===== config.mk =====
export PLATFORM = sky130hd
export DESIGN_NAME = ring_buffer_frame_deframer_crc16_flat
export DESIGN_NICKNAME = d
export VERILOG_FILES = /design/src/design/rbfd_pkg.sv /design/src/design/rbfd_if.sv /design/src/design/rbfd_ram.sv /design/src/design/ring_buffer_frame_deframer_crc16.sv /design/src/flat_wrapper.sv
export SDC_FILE = /design/constraint.sdc
export NUM_CORES = 2
export LEC_CHECK = 0
export BUFFER_PORTS_ARGS = -buffer_cell sky130_fd_sc_hd__clkbuf_2
export CAP_MARGIN = 20
export CORE_MARGIN = 1.5
export CORE_UTILIZATION = 55
export DETAILED_ROUTE_END_ITERATION = 10
export GPL_ROUTABILITY_DRIVEN = 0
export MAX_ROUTING_LAYER = met4
export PLACE_DENSITY = 0.71
export SKIP_LAST_GASP = 1
export SYNTH_ARGS = -nofsm -noshare
export SYNTH_HDL_FRONTEND = slang
export SYNTH_SLANG_ARGS = --single-unit

===== constraint.sdc =====
create_clock -name i_clk -period 5 [get_ports i_clk]
set_input_delay 0.75 -clock i_clk [delete_from_list [all_inputs] [get_ports i_clk]]
set_output_delay 0.75 -clock i_clk [all_outputs]
set_load 0.005 [all_outputs]

===== src/design/rbfd_pkg.sv =====
package rbfd_pkg;

    localparam int RING_DEPTH  = 256;
    localparam int MAX_FRAME   = 64;
    localparam int CHECK_BYTES = 2;
    localparam int PTR_W       = $clog2(RING_DEPTH);
    localparam int LEN_W       = $clog2(MAX_FRAME + 1);

    localparam logic [15:0] CRC_INIT = 16'hFFFF;
    localparam logic [15:0] CRC_POLY = 16'hA001;

    localparam logic [1:0] REG_HEADER  = 2'd0;
    localparam logic [1:0] REG_LEN_OFS = 2'd1;
    localparam logic [1:0] REG_CMD_OFS = 2'd2;

    localparam logic CMD_RECEIVE = 1'b0;
    localparam logic CMD_PARSE   = 1'b1;

    typedef struct packed {
        logic                     kind;
        logic [7:0]               frame_byte;
        logic [7:0]               frame_command;
        logic [LEN_W-1:0]         frame_length;
        logic                     last;
    } t_result;

    typedef struct packed {
        logic       command;
        logic [7:0] rx_byte;
    } t_item;

    // one CRC byte step, eight bit steps (narrow dependent chain)
    function automatic logic [15:0] crc_byte(input logic [15:0] c, input logic [7:0] d);
        logic [15:0] r;
        r = c ^ {8'h00, d};
        for (int b = 0; b < 8; b++) begin
            r = r[0] ? ((r >> 1) ^ CRC_POLY) : (r >> 1);
        end
        return r;
    endfunction

endpackage


===== src/design/rbfd_if.sv =====
interface rbfd_in_if;
    logic              valid;
    logic              ready;
    rbfd_pkg::t_item   data;
    modport source (output valid, output data, input ready);
    modport sink   (input valid, input data, output ready);
endinterface

interface rbfd_out_if;
    logic              valid;
    logic              ready;
    rbfd_pkg::t_result data;
    modport source (output valid, output data, input ready);
    modport sink   (input valid, input data, output ready);
endinterface


===== src/design/rbfd_ram.sv =====
module rbfd_ram #(
    parameter int WIDTH = 8,
    parameter int DEPTH = 256
) (
    input  logic                     i_clk,
    input  logic                     i_we,
    input  logic [$clog2(DEPTH)-1:0] i_waddr,
    input  logic [WIDTH-1:0]         i_wdata,
    input  logic [$clog2(DEPTH)-1:0] i_raddr,
    output logic [WIDTH-1:0]         o_rdata
);
    logic [WIDTH-1:0] r_mem [DEPTH];
    logic [WIDTH-1:0] r_rdata;

    always_ff @(posedge i_clk) begin
        if (i_we) begin
            r_mem[i_waddr] <= i_wdata;
        end
        r_rdata <= r_mem[i_raddr];
    end

    assign o_rdata = r_rdata;
endmodule


===== src/design/ring_buffer_frame_deframer_crc16.sv =====
// Ring-buffer frame deframer with Modbus CRC-16. A receive beat (command 0)
// writes rx_byte into a 256-entry ring RAM and emits nothing; the write
// pointer wraps with no overflow check, so 256 unread bytes read as an
// empty ring. A parse beat (command 1) runs a sequencer over the single RAM
// read port. The header search streams one byte per cycle through a 32-bit
// window, overlapping each registered read with the next address. The two
// length bytes, the two check bytes, the command byte and each of the len-2
// CRC bytes are each read as an address step, then a registered data step.
// The CRC bytes go through one shared byte-wide CRC unit. A final pass emits
// each frame byte as one output beat; the next frame byte is read only once
// the previous beat has been taken. A failed parse gives one beat with kind 0
// and last 1. The input is not ready while a parse is in progress or an
// output beat is pending. Configuration writes (index 0 header, 1 length
// offset, 2 command offset) take effect at once and must only occur while
// idle.
module ring_buffer_frame_deframer_crc16 (
    input  logic                 i_clk,
    input  logic                 i_rst_n,
    input  logic                 i_cfg_we,
    input  logic [1:0]           i_cfg_index,
    input  logic [31:0]          i_cfg_data,
    rbfd_in_if.sink              i_in,
    rbfd_out_if.source           o_out
);
    localparam int PW = rbfd_pkg::PTR_W;
    localparam int LW = rbfd_pkg::LEN_W;

    typedef enum logic [9:0] {
        S_IDLE  = 10'b0000000001,
        S_SRCH  = 10'b0000000010,  // issue/consume header window bytes
        S_LEN   = 10'b0000000100,  // read two length bytes
        S_CHK   = 10'b0000001000,  // read check bytes and command byte
        S_CRC   = 10'b0000010000,  // crc over len-2 bytes
        S_EMIT  = 10'b0000100000,  // read frame byte
        S_WAIT  = 10'b0001000000,  // unused, returns to idle
        S_NONE  = 10'b0010000000,
        S_SPARE = 10'b0100000000,
        S_DONE  = 10'b1000000000
    } t_state;

    t_state           r_state;
    logic [31:0]      r_header;
    logic [3:0]       r_len_ofs, r_cmd_ofs;
    logic [PW-1:0]    r_rd_ptr, r_wr_ptr;
    logic [PW-1:0]    r_base;      // candidate header start
    logic [PW:0]      r_avail;     // unread bytes from r_base
    logic [PW:0]      r_cnt;       // bytes issued in this phase
    logic             r_pend;      // read issued, data next cycle
    logic [31:0]      r_win;
    logic [15:0]      r_len;
    logic [15:0]      r_crc, r_stored;
    logic [7:0]       r_cmd;
    logic [1:0]       r_sub;
    rbfd_pkg::t_result r_res;
    logic             r_ovalid;

    logic [PW-1:0]    s_raddr;
    logic [7:0]       s_rdata;
    logic             s_we;
    logic [PW:0]      s_unread;

    assign s_unread = {1'b0, r_wr_ptr - r_rd_ptr};
    assign s_we = i_in.valid && i_in.ready && (i_in.data.command == rbfd_pkg::CMD_RECEIVE);
    assign i_in.ready = (r_state == S_IDLE) && !r_ovalid;
    assign o_out.valid = r_ovalid;
    assign o_out.data  = r_res;

    rbfd_ram #(.WIDTH(8), .DEPTH(rbfd_pkg::RING_DEPTH)) u_ram (
        .i_clk  (i_clk),
        .i_we   (s_we),
        .i_waddr(r_wr_ptr),
        .i_wdata(i_in.data.rx_byte),
        .i_raddr(s_raddr),
        .o_rdata(s_rdata)
    );

    // read address: phase-specific offset from r_base
    always_comb begin
        s_raddr = r_base;
        case (r_state)
            S_SRCH: s_raddr = r_base + r_cnt[PW-1:0];
            S_LEN:  s_raddr = r_base + PW'(r_len_ofs) + PW'(r_sub[0]);
            S_CHK: begin
                case (r_sub)
                    2'd0:    s_raddr = r_base + PW'(r_len - 16'd2);
                    2'd1:    s_raddr = r_base + PW'(r_len - 16'd1);
                    default: s_raddr = r_base + PW'(r_cmd_ofs);
                endcase
            end
            S_CRC, S_EMIT: s_raddr = r_base + r_cnt[PW-1:0];
            default: s_raddr = r_base;
        endcase
    end

    always_ff @(posedge i_clk) begin
        if (!i_rst_n) begin
            r_state   <= S_IDLE;
            r_header  <= '0;
            r_len_ofs <= 4'd5;
            r_cmd_ofs <= 4'd9;
            r_rd_ptr  <= '0;
            r_wr_ptr  <= '0;
            r_ovalid  <= 1'b0;
            r_pend    <= 1'b0;
        end else begin
            if (i_cfg_we) begin
                case (i_cfg_index)
                    rbfd_pkg::REG_HEADER:  r_header  <= i_cfg_data;
                    rbfd_pkg::REG_LEN_OFS: r_len_ofs <= i_cfg_data[3:0];
                    rbfd_pkg::REG_CMD_OFS: r_cmd_ofs <= i_cfg_data[3:0];
                    default: ;
                endcase
            end
            if (r_ovalid && o_out.ready) begin
                r_ovalid <= 1'b0;
            end
            if (s_we) begin
                r_wr_ptr <= r_wr_ptr + 1'b1;
            end
            case (r_state)
                S_IDLE: begin
                    if (i_in.valid && i_in.ready &&
                        i_in.data.command == rbfd_pkg::CMD_PARSE) begin
                        r_base  <= r_rd_ptr;
                        r_avail <= s_unread;
                        r_cnt   <= '0;
                        r_pend  <= 1'b0;
                        r_win   <= '0;
                        if (s_unread < (PW+1)'(4)) begin
                            r_state <= S_NONE;
                        end else begin
                            r_state <= S_SRCH;
                        end
                    end
                end
                S_SRCH: begin
                    // issue byte r_cnt, consume byte r_cnt-1
                    if (r_pend) begin
                        if ({s_rdata, r_win[31:8]} == r_header && r_cnt >= (PW+1)'(4)) begin
                            // header starts at r_cnt-4
                            r_base  <= r_base + r_cnt[PW-1:0] - PW'(4);
                            r_avail <= r_avail - r_cnt + (PW+1)'(4);
                            r_rd_ptr <= r_base + r_cnt[PW-1:0] - PW'(4);
                            r_pend  <= 1'b0;
                            r_sub   <= '0;
                            r_state <= S_LEN;
                        end else if (r_cnt == r_avail) begin
                            r_rd_ptr <= r_base + r_avail[PW-1:0] - PW'(3);
                            r_pend   <= 1'b0;
                            r_state  <= S_NONE;
                        end else begin
                            r_win  <= {s_rdata, r_win[31:8]};
                            r_cnt  <= r_cnt + 1'b1;
                        end
                    end else begin
                        r_pend <= 1'b1;
                        r_cnt  <= r_cnt + 1'b1;
                    end
                end
                S_LEN: begin
                    if (r_avail < (PW+1)'(6) ||
                        r_avail < (PW+1)'(r_len_ofs) + (PW+1)'(2)) begin
                        r_rd_ptr <= r_base + 1'b1;
                        r_state  <= S_NONE;
                    end else if (!r_pend) begin
                        r_pend <= 1'b1;
                    end else begin
                        r_pend <= 1'b0;
                        if (r_sub[0]) begin
                            r_len[15:8] <= s_rdata;
                            r_sub   <= '0;
                            r_state <= S_SPARE;
                        end else begin
                            r_len[7:0] <= s_rdata;
                            r_sub <= 2'd1;
                        end
                    end
                end
                S_SPARE: begin
                    if (r_len > 16'(rbfd_pkg::MAX_FRAME) ||
                        r_len < 16'(r_cmd_ofs) + 16'(1 + rbfd_pkg::CHECK_BYTES) ||
                        r_len > 16'(r_avail)) begin
                        r_rd_ptr <= r_base + 1'b1;
                        r_state  <= S_NONE;
                    end else begin
                        r_sub   <= '0;
                        r_state <= S_CHK;
                    end
                end
                S_CHK: begin
                    if (!r_pend) begin
                        r_pend <= 1'b1;
                    end else begin
                        r_pend <= 1'b0;
                        case (r_sub)
                            2'd0: r_stored[7:0]  <= s_rdata;
                            2'd1: r_stored[15:8] <= s_rdata;
                            default: r_cmd <= s_rdata;
                        endcase
                        if (r_sub[1]) begin
                            r_cnt   <= '0;
                            r_crc   <= rbfd_pkg::CRC_INIT;
                            r_state <= S_CRC;
                        end else begin
                            r_sub <= r_sub + 1'b1;
                        end
                    end
                end
                S_CRC: begin
                    if (!r_pend) begin
                        if ((PW+1)'(r_cnt) == (PW+1)'(r_len - 16'd2)) begin
                            if (r_crc == r_stored) begin
                                r_cnt   <= '0;
                                r_state <= S_EMIT;
                            end else begin
                                r_rd_ptr <= r_base + 1'b1;
                                r_state  <= S_NONE;
                            end
                        end else begin
                            r_pend <= 1'b1;
                        end
                    end else begin
                        r_pend <= 1'b0;
                        r_crc  <= rbfd_pkg::crc_byte(r_crc, s_rdata);
                        r_cnt  <= r_cnt + 1'b1;
                    end
                end
                S_EMIT: begin
                    if (!r_pend) begin
                        if (!r_ovalid) r_pend <= 1'b1;
                    end else begin
                        r_pend <= 1'b0;
                        r_res.kind          <= 1'b1;
                        r_res.frame_byte    <= s_rdata;
                        r_res.frame_command <= r_cmd;
                        r_res.frame_length  <= LW'(r_len);
                        r_res.last          <= ((PW+1)'(r_len) == r_cnt + 1'b1);
                        r_ovalid <= 1'b1;
                        r_cnt    <= r_cnt + 1'b1;
                        if ((PW+1)'(r_len) == r_cnt + 1'b1) begin
                            r_rd_ptr <= r_base + PW'(r_len);
                            r_state  <= S_DONE;
                        end
                    end
                end
                S_NONE: begin
                    r_res    <= '{kind: 1'b0, frame_byte: 8'd0, frame_command: 8'd0,
                                  frame_length: '0, last: 1'b1};
                    r_ovalid <= 1'b1;
                    r_state  <= S_DONE;
                end
                S_WAIT, S_DONE: r_state <= S_IDLE;
                default: r_state <= S_IDLE;
            endcase
        end
    end
endmodule


===== src/flat_wrapper.sv =====
// flat-port wrapper written by rule: the top's interface ports become plain ports
module ring_buffer_frame_deframer_crc16_flat 
  (i_clk, i_rst_n, i_cfg_we, i_cfg_index, i_cfg_data, i_in_valid, i_in_data, i_in_ready, o_out_valid, o_out_data, o_out_ready);
  rbfd_in_if i_in_i ();
  rbfd_out_if o_out_i ();
  input  logic i_clk;
  input  logic i_rst_n;
  input  logic i_cfg_we;
  input  logic [1:0] i_cfg_index;
  input  logic [31:0] i_cfg_data;
  input wire logic [$bits(i_in_i.valid)-1:0] i_in_valid;
  input wire logic [$bits(i_in_i.data)-1:0] i_in_data;
  output wire logic [$bits(i_in_i.ready)-1:0] i_in_ready;
  output wire logic [$bits(o_out_i.valid)-1:0] o_out_valid;
  output wire logic [$bits(o_out_i.data)-1:0] o_out_data;
  input wire logic [$bits(o_out_i.ready)-1:0] o_out_ready;
  assign i_in_i.valid = i_in_valid;
  assign i_in_i.data = i_in_data;
  assign i_in_ready = i_in_i.ready;
  assign o_out_valid = o_out_i.valid;
  assign o_out_data = o_out_i.data;
  assign o_out_i.ready = o_out_ready;
  ring_buffer_frame_deframer_crc16 u_core (.i_clk(i_clk), .i_rst_n(i_rst_n), .i_cfg_we(i_cfg_we), .i_cfg_index(i_cfg_index), .i_cfg_data(i_cfg_data), .i_in(i_in_i), .o_out(o_out_i));
endmodule

* Yosys cells after proc, flatten, opt, wreduce, memory -nomap -nowiden
Memory sizes are Yosys's and may differ from the RTL's. A register that Yosys moved wholly into a read port is not among the register bits.
Index checks and enable logic that the tools add are counted.
W data, S select, Z words.
** Storage, ports and cells
- Bits in registers :: 209
- Memory bits (writable) :: 2048
- Input port bits :: 48
- Word-level logic and storage cells :: 241
- Memories kept :: 1
** Memories
- u_core.u_ram.r_mem :: words 256, width 8, rd ports 1, clocked after memory_dff 1, wr ports 1, line rbfd_ram.sv:12 : logic [WIDTH-1:0] r_mem [DEPTH];
** Operators by class
- $add $sub $neg :: 21
- Magnitude comparators :: 7
- Equal/unequal tests :: 42
- Muxes and demuxes :: 93
- Bitwise operators :: 13
- Reductions and logical operators :: 39
** Operators by type and width (number)
- $mux W16 :: 11
- $mux W10 :: 13
- $mux W32 :: 4
- $mux W8 :: 16
- $mux W9 :: 13
- $pmux W10 S8 :: 1
- $pmux W32 S2 :: 1
- $pmux W25 S2 :: 1
- $pmux W9 S5 :: 1
- $add A8 B8 Y8 :: 5
- $pmux W8 S5 :: 1
- $eq A32 B32 Y1 :: 1
- $pmux W16 S2 :: 1
- $pmux W8 S2 :: 2
- $eq A9 B9 Y1 :: 3
- $mux W25 :: 1
- $not A2 Y3 :: 8
- $pmux W8 S3 :: 1
- $ne A2 B1 Y1 const B :: 11
- $reduce_and A10 Y1 :: 2
- $reduce_and A5 Y1 :: 4
- $pmux W9 S2 :: 1
- $add A8 B1 Y8 const B :: 2
- $add A8 B4 Y8 :: 2
- 56 further kinds :: 109

* Depth between registers and ports, before layout
- Word-level depth :: 19
- Mapped depth :: 22
- Mapped depth without buffers :: 18

* Modules after synthesis
From an unflattened synthesis, not the netlist that was laid out.
** Second synthesis, totals
- Cells, all modules :: 5052
- Area total of the unflattened synthesis :: 92217.2 um^2
** Modules (own cells, without submodules)
- rbfd_ram :: instances 1, cells an instance 3733, area an instance 79556.3 um^2
- ring_buffer_frame_deframer_crc16 :: instances 1, cells an instance 1319, area an instance 12660.9 um^2

* Least setup slack after synthesis
No wires, ideal clock.
- Kind :: register -> register
- Start :: register u_core.r_base[1]
- End :: register u_core.u_ram.r_rdata[1], in the netlist u_core.u_ram.o_rdata[1], read port of u_core.u_ram.r_mem
- Arrival time :: 4121 ps
- Required time :: 4914 ps
- Setup slack :: 793 ps
- Cell stages (with the launch flop) :: 17
- Buffers on the path :: 3
- Path through :: edfxtp_1 -> inv_1 -> ha_1 -> inv_1 -> ha_1 -> fa_1 -> or3b_2 -> o211ai_1 -> a21oi_1 -> a211o_1 -> buf_2 -> buf_2 -> buf_2 -> o31ai_1 -> o21ai_1 -> or4_1 -> a211oi_1
** On the way
- Cells in the longest elaborated chain, start to end :: 3
- Elaborated cells on any way between the ends :: 8
- Those cells by class :: 6 x add/sub; 2 x mux
** RTL lines
- start, declared :: line ring_buffer_frame_deframer_crc16.sv:45 : logic [PW-1:0] r_base;
- start signal, assigned :: line ring_buffer_frame_deframer_crc16.sv:124 : r_base <= r_rd_ptr;
- start signal, assigned :: line ring_buffer_frame_deframer_crc16.sv:141 : r_base <= r_base + r_cnt[PW-1:0] - PW'(4);
- $add A8 B4 Y8 (tied with other cells) :: line ring_buffer_frame_deframer_crc16.sv:82 : S_LEN: s_raddr = r_base + PW'(r_len_ofs) + PW'(r_sub[0]);
- $add A8 B1 Y8 or $pmux W8 S2 (tied branches) :: line ring_buffer_frame_deframer_crc16.sv:82, ring_buffer_frame_deframer_crc16.sv:84
- $pmux W8 S3 (*) :: line ring_buffer_frame_deframer_crc16.sv:80 : case (r_state)
- end, declared :: line rbfd_ram.sv:13 : logic [WIDTH-1:0] r_rdata;
Every way passes the cells marked *; elsewhere a longest branch is shown, timed or not.
A chain may end at the register's enable or synchronous reset.

* Worst setup path in the final report
- Start :: register u_core.r_sub[0]
- End :: register u_core.u_ram.r_rdata[0], in the netlist u_core.u_ram.o_rdata[0], read port of u_core.u_ram.r_mem
** On the way
- Cells in the longest elaborated chain, start to end :: 3
- Elaborated cells on any way between the ends :: 5
- Those cells by class :: 1 x add/sub; 1 x eq/ne; 2 x mux; 1 x reduce/logical
** RTL lines
- start, declared :: line ring_buffer_frame_deframer_crc16.sv:53 : logic [1:0] r_sub;
- start signal, assigned :: line ring_buffer_frame_deframer_crc16.sv:205 : r_sub <= r_sub + 1'b1;
- parallel branches: the longest is 2 deep, another holds $add A8 B1 Y8
- $pmux W8 S3 (*) :: line ring_buffer_frame_deframer_crc16.sv:80
Every way passes the cells marked *.

==> key figures <==
Timing
  – Max_slew headroom: 0.192
  – Final setup violation count: 1
  – Slew @ Worst Pin: 1.20 ns
  – WHS: 0.134 ns
  – Final hold violations: 0
  – Setup Skew: 0.0386 ns
  – Max Slew Vio Count: 0
  – Crit share post-route: 1.00
  – Final setup TNS: -0.00438 ns
  – Max Clock Freq: 200 MHz
  – Final WS setup: -0.00438 ns
  – Tmin final: 5.00 ns
  – RSZ-0062 raised after global routing: true

Critical path
  – Cell mode on critical path: buf_4
  – Critical path class: reg2reg
  – Setup crit end kind: flip-flop
  – Buf+Inv Stages, Crit Path: 3
  – Crit-path max cell delay: approximately 0.52 ns
  – WP data required: 5.77 ns
  – Startpoint Class: flip-flop
  – Worst EP arrival: approximately 5.8 ns
  – Critical Path Fanout Max: 17
  – Max stage delay cell, worst path: a31o_4
  – CP Cell Sequence: nor2_1 -> buf_4 -> nor2_1 -> a21oi_1 -> ha_1 -> a21o_1 -> a21oi_1 -> xnor2_1 -> o21ai_0 -> buf_4 -> a31o_4 -> buf_4 -> nand2_2 -> a211oi_2 -> a211oi_1 -> nand2_1 -> o211ai_1 -> nor4bb_1
  – Crit path max-delay family: compound AO/OA/AOI/OAI gates

Floorplanning
  – Initial Util: 0.555
  – Core ar.: 0.172 mm2
  – Num rows: roughly 150
  – Die width: 419 um
  – Top Ports: 75
  – Die Span Y: roughly 420 um
  – DIE AREA: 0.176 mm2

Yosys
  – Yosys reg bits: 2256
  – Syn nets: approximately 7600
  – Syn Area/Cell: 12.8 um2
  – Post-Synthesis Cell Area: 0.0952 mm2
  – Post-Synthesis Cells: 7421
  – Asr flop ratio synth: 0
  – Number of flops mapped to enable cells by yosys: 2181
  – Yosys warning total: 0
  – Share of the yosys chip area belonging to registers: 0.703
  – Cell variety after synth: 95
  – Main synth FF type: edfxtp_1

Global route
  – Largest net degree at the start of global routing: 138
  – Initial antenna violation count: 12
  – Vias in the first global route: 62700
  – GRT Total Usage: 0.336
  – Grt ovf: 0
  – First-pass GRT wire length: 420000 um

CTS
  – Clock transition at the registers of the reported paths: 0.07 ns
  – CTS buffer count: 220
  – H-tree Lvls: 4
  – CTS Buffer Depth: 3
  – TritonCTS clock tree: done
  – Clk sink count: 2256
  – Clk_lat worst skew: 0.87 ns
  – Hold buffer count at CTS: 0
  – CTS root buffer: clkbuf_16

Drt
  – Wire length per cell: 28.5 um
  – DR vias: about 67000
  – Via-per-instance ratio: 6.52
  – Remaining DRCs: 0
  – Antenna Nets Post-Route: 0
  – DRT Pass-1 Iters: 9
  – Final WL: 293000 um
  – First-iteration detailed-routing DRC count: 10500

Power and ir drop
  – Final Power: 0.0543 W
  – Maximum VDD drop: 401 uV
  – Pwr dens: 500 mW/mm2
  – Lkg Pwr: 37.7 nW

Cells and area
  – # nets final: 7895
  – Fillers: 12400
  – Commonest non-fill, non-tap cell in the layout: edfxtp_1
  – Final Instance Area: approximately 0.11 mm2
  – Layout cells sized above 1: 0.131
  – Most frequent cells in the layout: edfxtp_1, nand2_1, buf_4, a21oi_1, nor2_1
  – Area of the multi-input gates: 0.0258 mm2
  – Area growth, synth to finish: 14.0%
  – Layout Utilization: 0.632
  – Register area: 0.0670 mm2

Place
  – HPWL after DPL: about 180000 um
  – Port bufs: 74
  – Placed Instance Area: 0.101 mm2

Flow run
  – Max Cap Viol: 0

Status
  – Status: finished with violations
  – Failing checks: setup timing

Worst hold path
  – Worst min path class: in2reg
area by class of cell:
| class | instances | share of cell area |
|---|---|---|
| clock inverters | 144 | 0.0122 |
| well taps | 2310 | 0.0266 |
| flip-flops and latches | 2256 | 0.617 |
| clock buffers | 262 | 0.0527 |
| multi-input cells | 4575 | 0.237 |
| repair buffers | 603 | 0.0509 |
| inverters | 83 | 0.00287 |
| diodes | 19 | 0.000438 |
metrics by stage:
step / setup WS, ns / cells
2_1_floorplan: 0.793 / 7421
3_3_place_gp: -0.132 / 9803
3_5_place_dp: -0.256 / 9804
4_1_cts: -0.00948 / 10200
5_1_grt: -0.0692 / 10200
6_report: -0.00438 / 10300
cells in the mapped netlist (20+ instances only):
cell | count | area, um2
edfxtp_1 | 2181 | 65500
nand2_1 | 1609 | 6040
a21oi_1 | 438 | 2190
nor2_1 | 389 | 1460
nand3_1 | 343 | 1720
buf_2 | 252 | 1260
and3_1 | 216 | 1350
clkbuf_1 | 177 | 664
a31oi_1 | 157 | 982
a211oi_1 | 139 | 1040
a311oi_1 | 127 | 1110
a22oi_1 | 107 | 803
ha_1 | 99 | 1240
o21ai_0 | 95 | 475
xnor2_1 | 83 | 727
inv_1 | 82 | 308
nor3_1 | 80 | 400
a221oi_1 | 78 | 683
dfxtp_1 | 75 | 1500
xor2_1 | 74 | 648
mux2i_1 | 65 | 651
and2_1 | 57 | 357
nand4_1 | 49 | 307
buf_4 | 47 | 353
nor4_1 | 28 | 175
a21o_1 | 22 | 165
a32oi_1 | 20 | 175
nand2b_1 | 20 | 125
worst paths after layout:
path | from | to | slack [ns] | cells past startpoint
min | i_cfg_data[23] | u_core.r_header[23]$_SDFFE_PN0P_ | 0.13 | 3
max | u_core.r_sub[0]$_DFFE_PP_ | u_core.u_ram.o_rdata[0]$_DFF_P_ | -0.004 | 18
min reg2reg | u_core.r_header[28]$_SDFFE_PN0P_ | u_core.r_header[28]$_SDFFE_PN0P_ | 0.47 | 2
max reg2reg | u_core.r_sub[0]$_DFFE_PP_ | u_core.u_ram.o_rdata[0]$_DFF_P_ | -0.004 | 18
cells by family after synthesis:
| group | share of synthesized area |
|---|---|
| AND/OR/NAND/NOR | 0.133 |
| flip-flops | 0.703 |
| AO/OA/AOI/OAI | 0.0944 |
| buffers and inverters | 0.0299 |
| XOR/XNOR | 0.0144 |
| adder cells (fa/ha/maj) | 0.0149 |
| multiplexers | 0.00979 |
worst register-to-register path, stage by stage (launching register included):
cell and delay (ns):
edfxtp_1 0.42, nor2_1 0.12, buf_4 0.18, nor2_1 0.07, a21oi_1 0.25, ha_1 0.29, a21o_1 0.18, a21oi_1 0.18
xnor2_1 0.10, o21ai_0 0.27, buf_4 0.27, a31o_4 0.52, buf_4 0.45, nand2_2 0.38, a211oi_2 0.41, a211oi_1 0.16
nand2_1 0.16, o211ai_1 0.23, nor4bb_1 0.30
per-layer routing:
| layer | vias to the layer above | wire length, um | track usage |
|---|---|---|---|
| li1 | 28400 | - | - |
| met1 | 32700 | 106000 | 0.441 |
| met2 | 4947 | 132000 | 0.494 |
| met3 | 872 | 37800 | 0.0786 |
| met4 | 0 | 16800 | 0.167 |
| met5 | - | 0 | - |
sequential cells by signal, summed over array words and instances (netlist names):
signal and count:
u_core.r_wr_ptr 8, u_core.r_avail 9, u_core.r_cnt 9, u_core.r_state 9, u_core.r_sub 2, u_core.o_out.valid 1, u_core.r_base 8, u_core.r_pend 1
u_core.r_rd_ptr 8, u_core.o_out.data 25, u_core.u_ram.o_rdata 8, u_core.u_ram.r_mem 2048, u_core.r_cmd 8, u_core.r_header 32, u_core.r_cmd_ofs 4, u_core.r_crc 16
u_core.r_len 16, u_core.r_win 24, u_core.r_stored 16, u_core.r_len_ofs 4
timing repair:
action                                  CTS  global route
gates cloned                              1             9
pin swaps                                 2            10
endpoints found under the setup margin    6             8
gates resized for setup                  13            60
setup buffers                             1            12
power breakdown:
part           total (W)  switching [W]  internal (W)
Sequential        0.0213       0.000300        0.0210
Combinational     0.0166         0.0108       0.00574
Clock             0.0164        0.00721       0.00920
No activity file was read; power rests on OpenSTA's default activity.
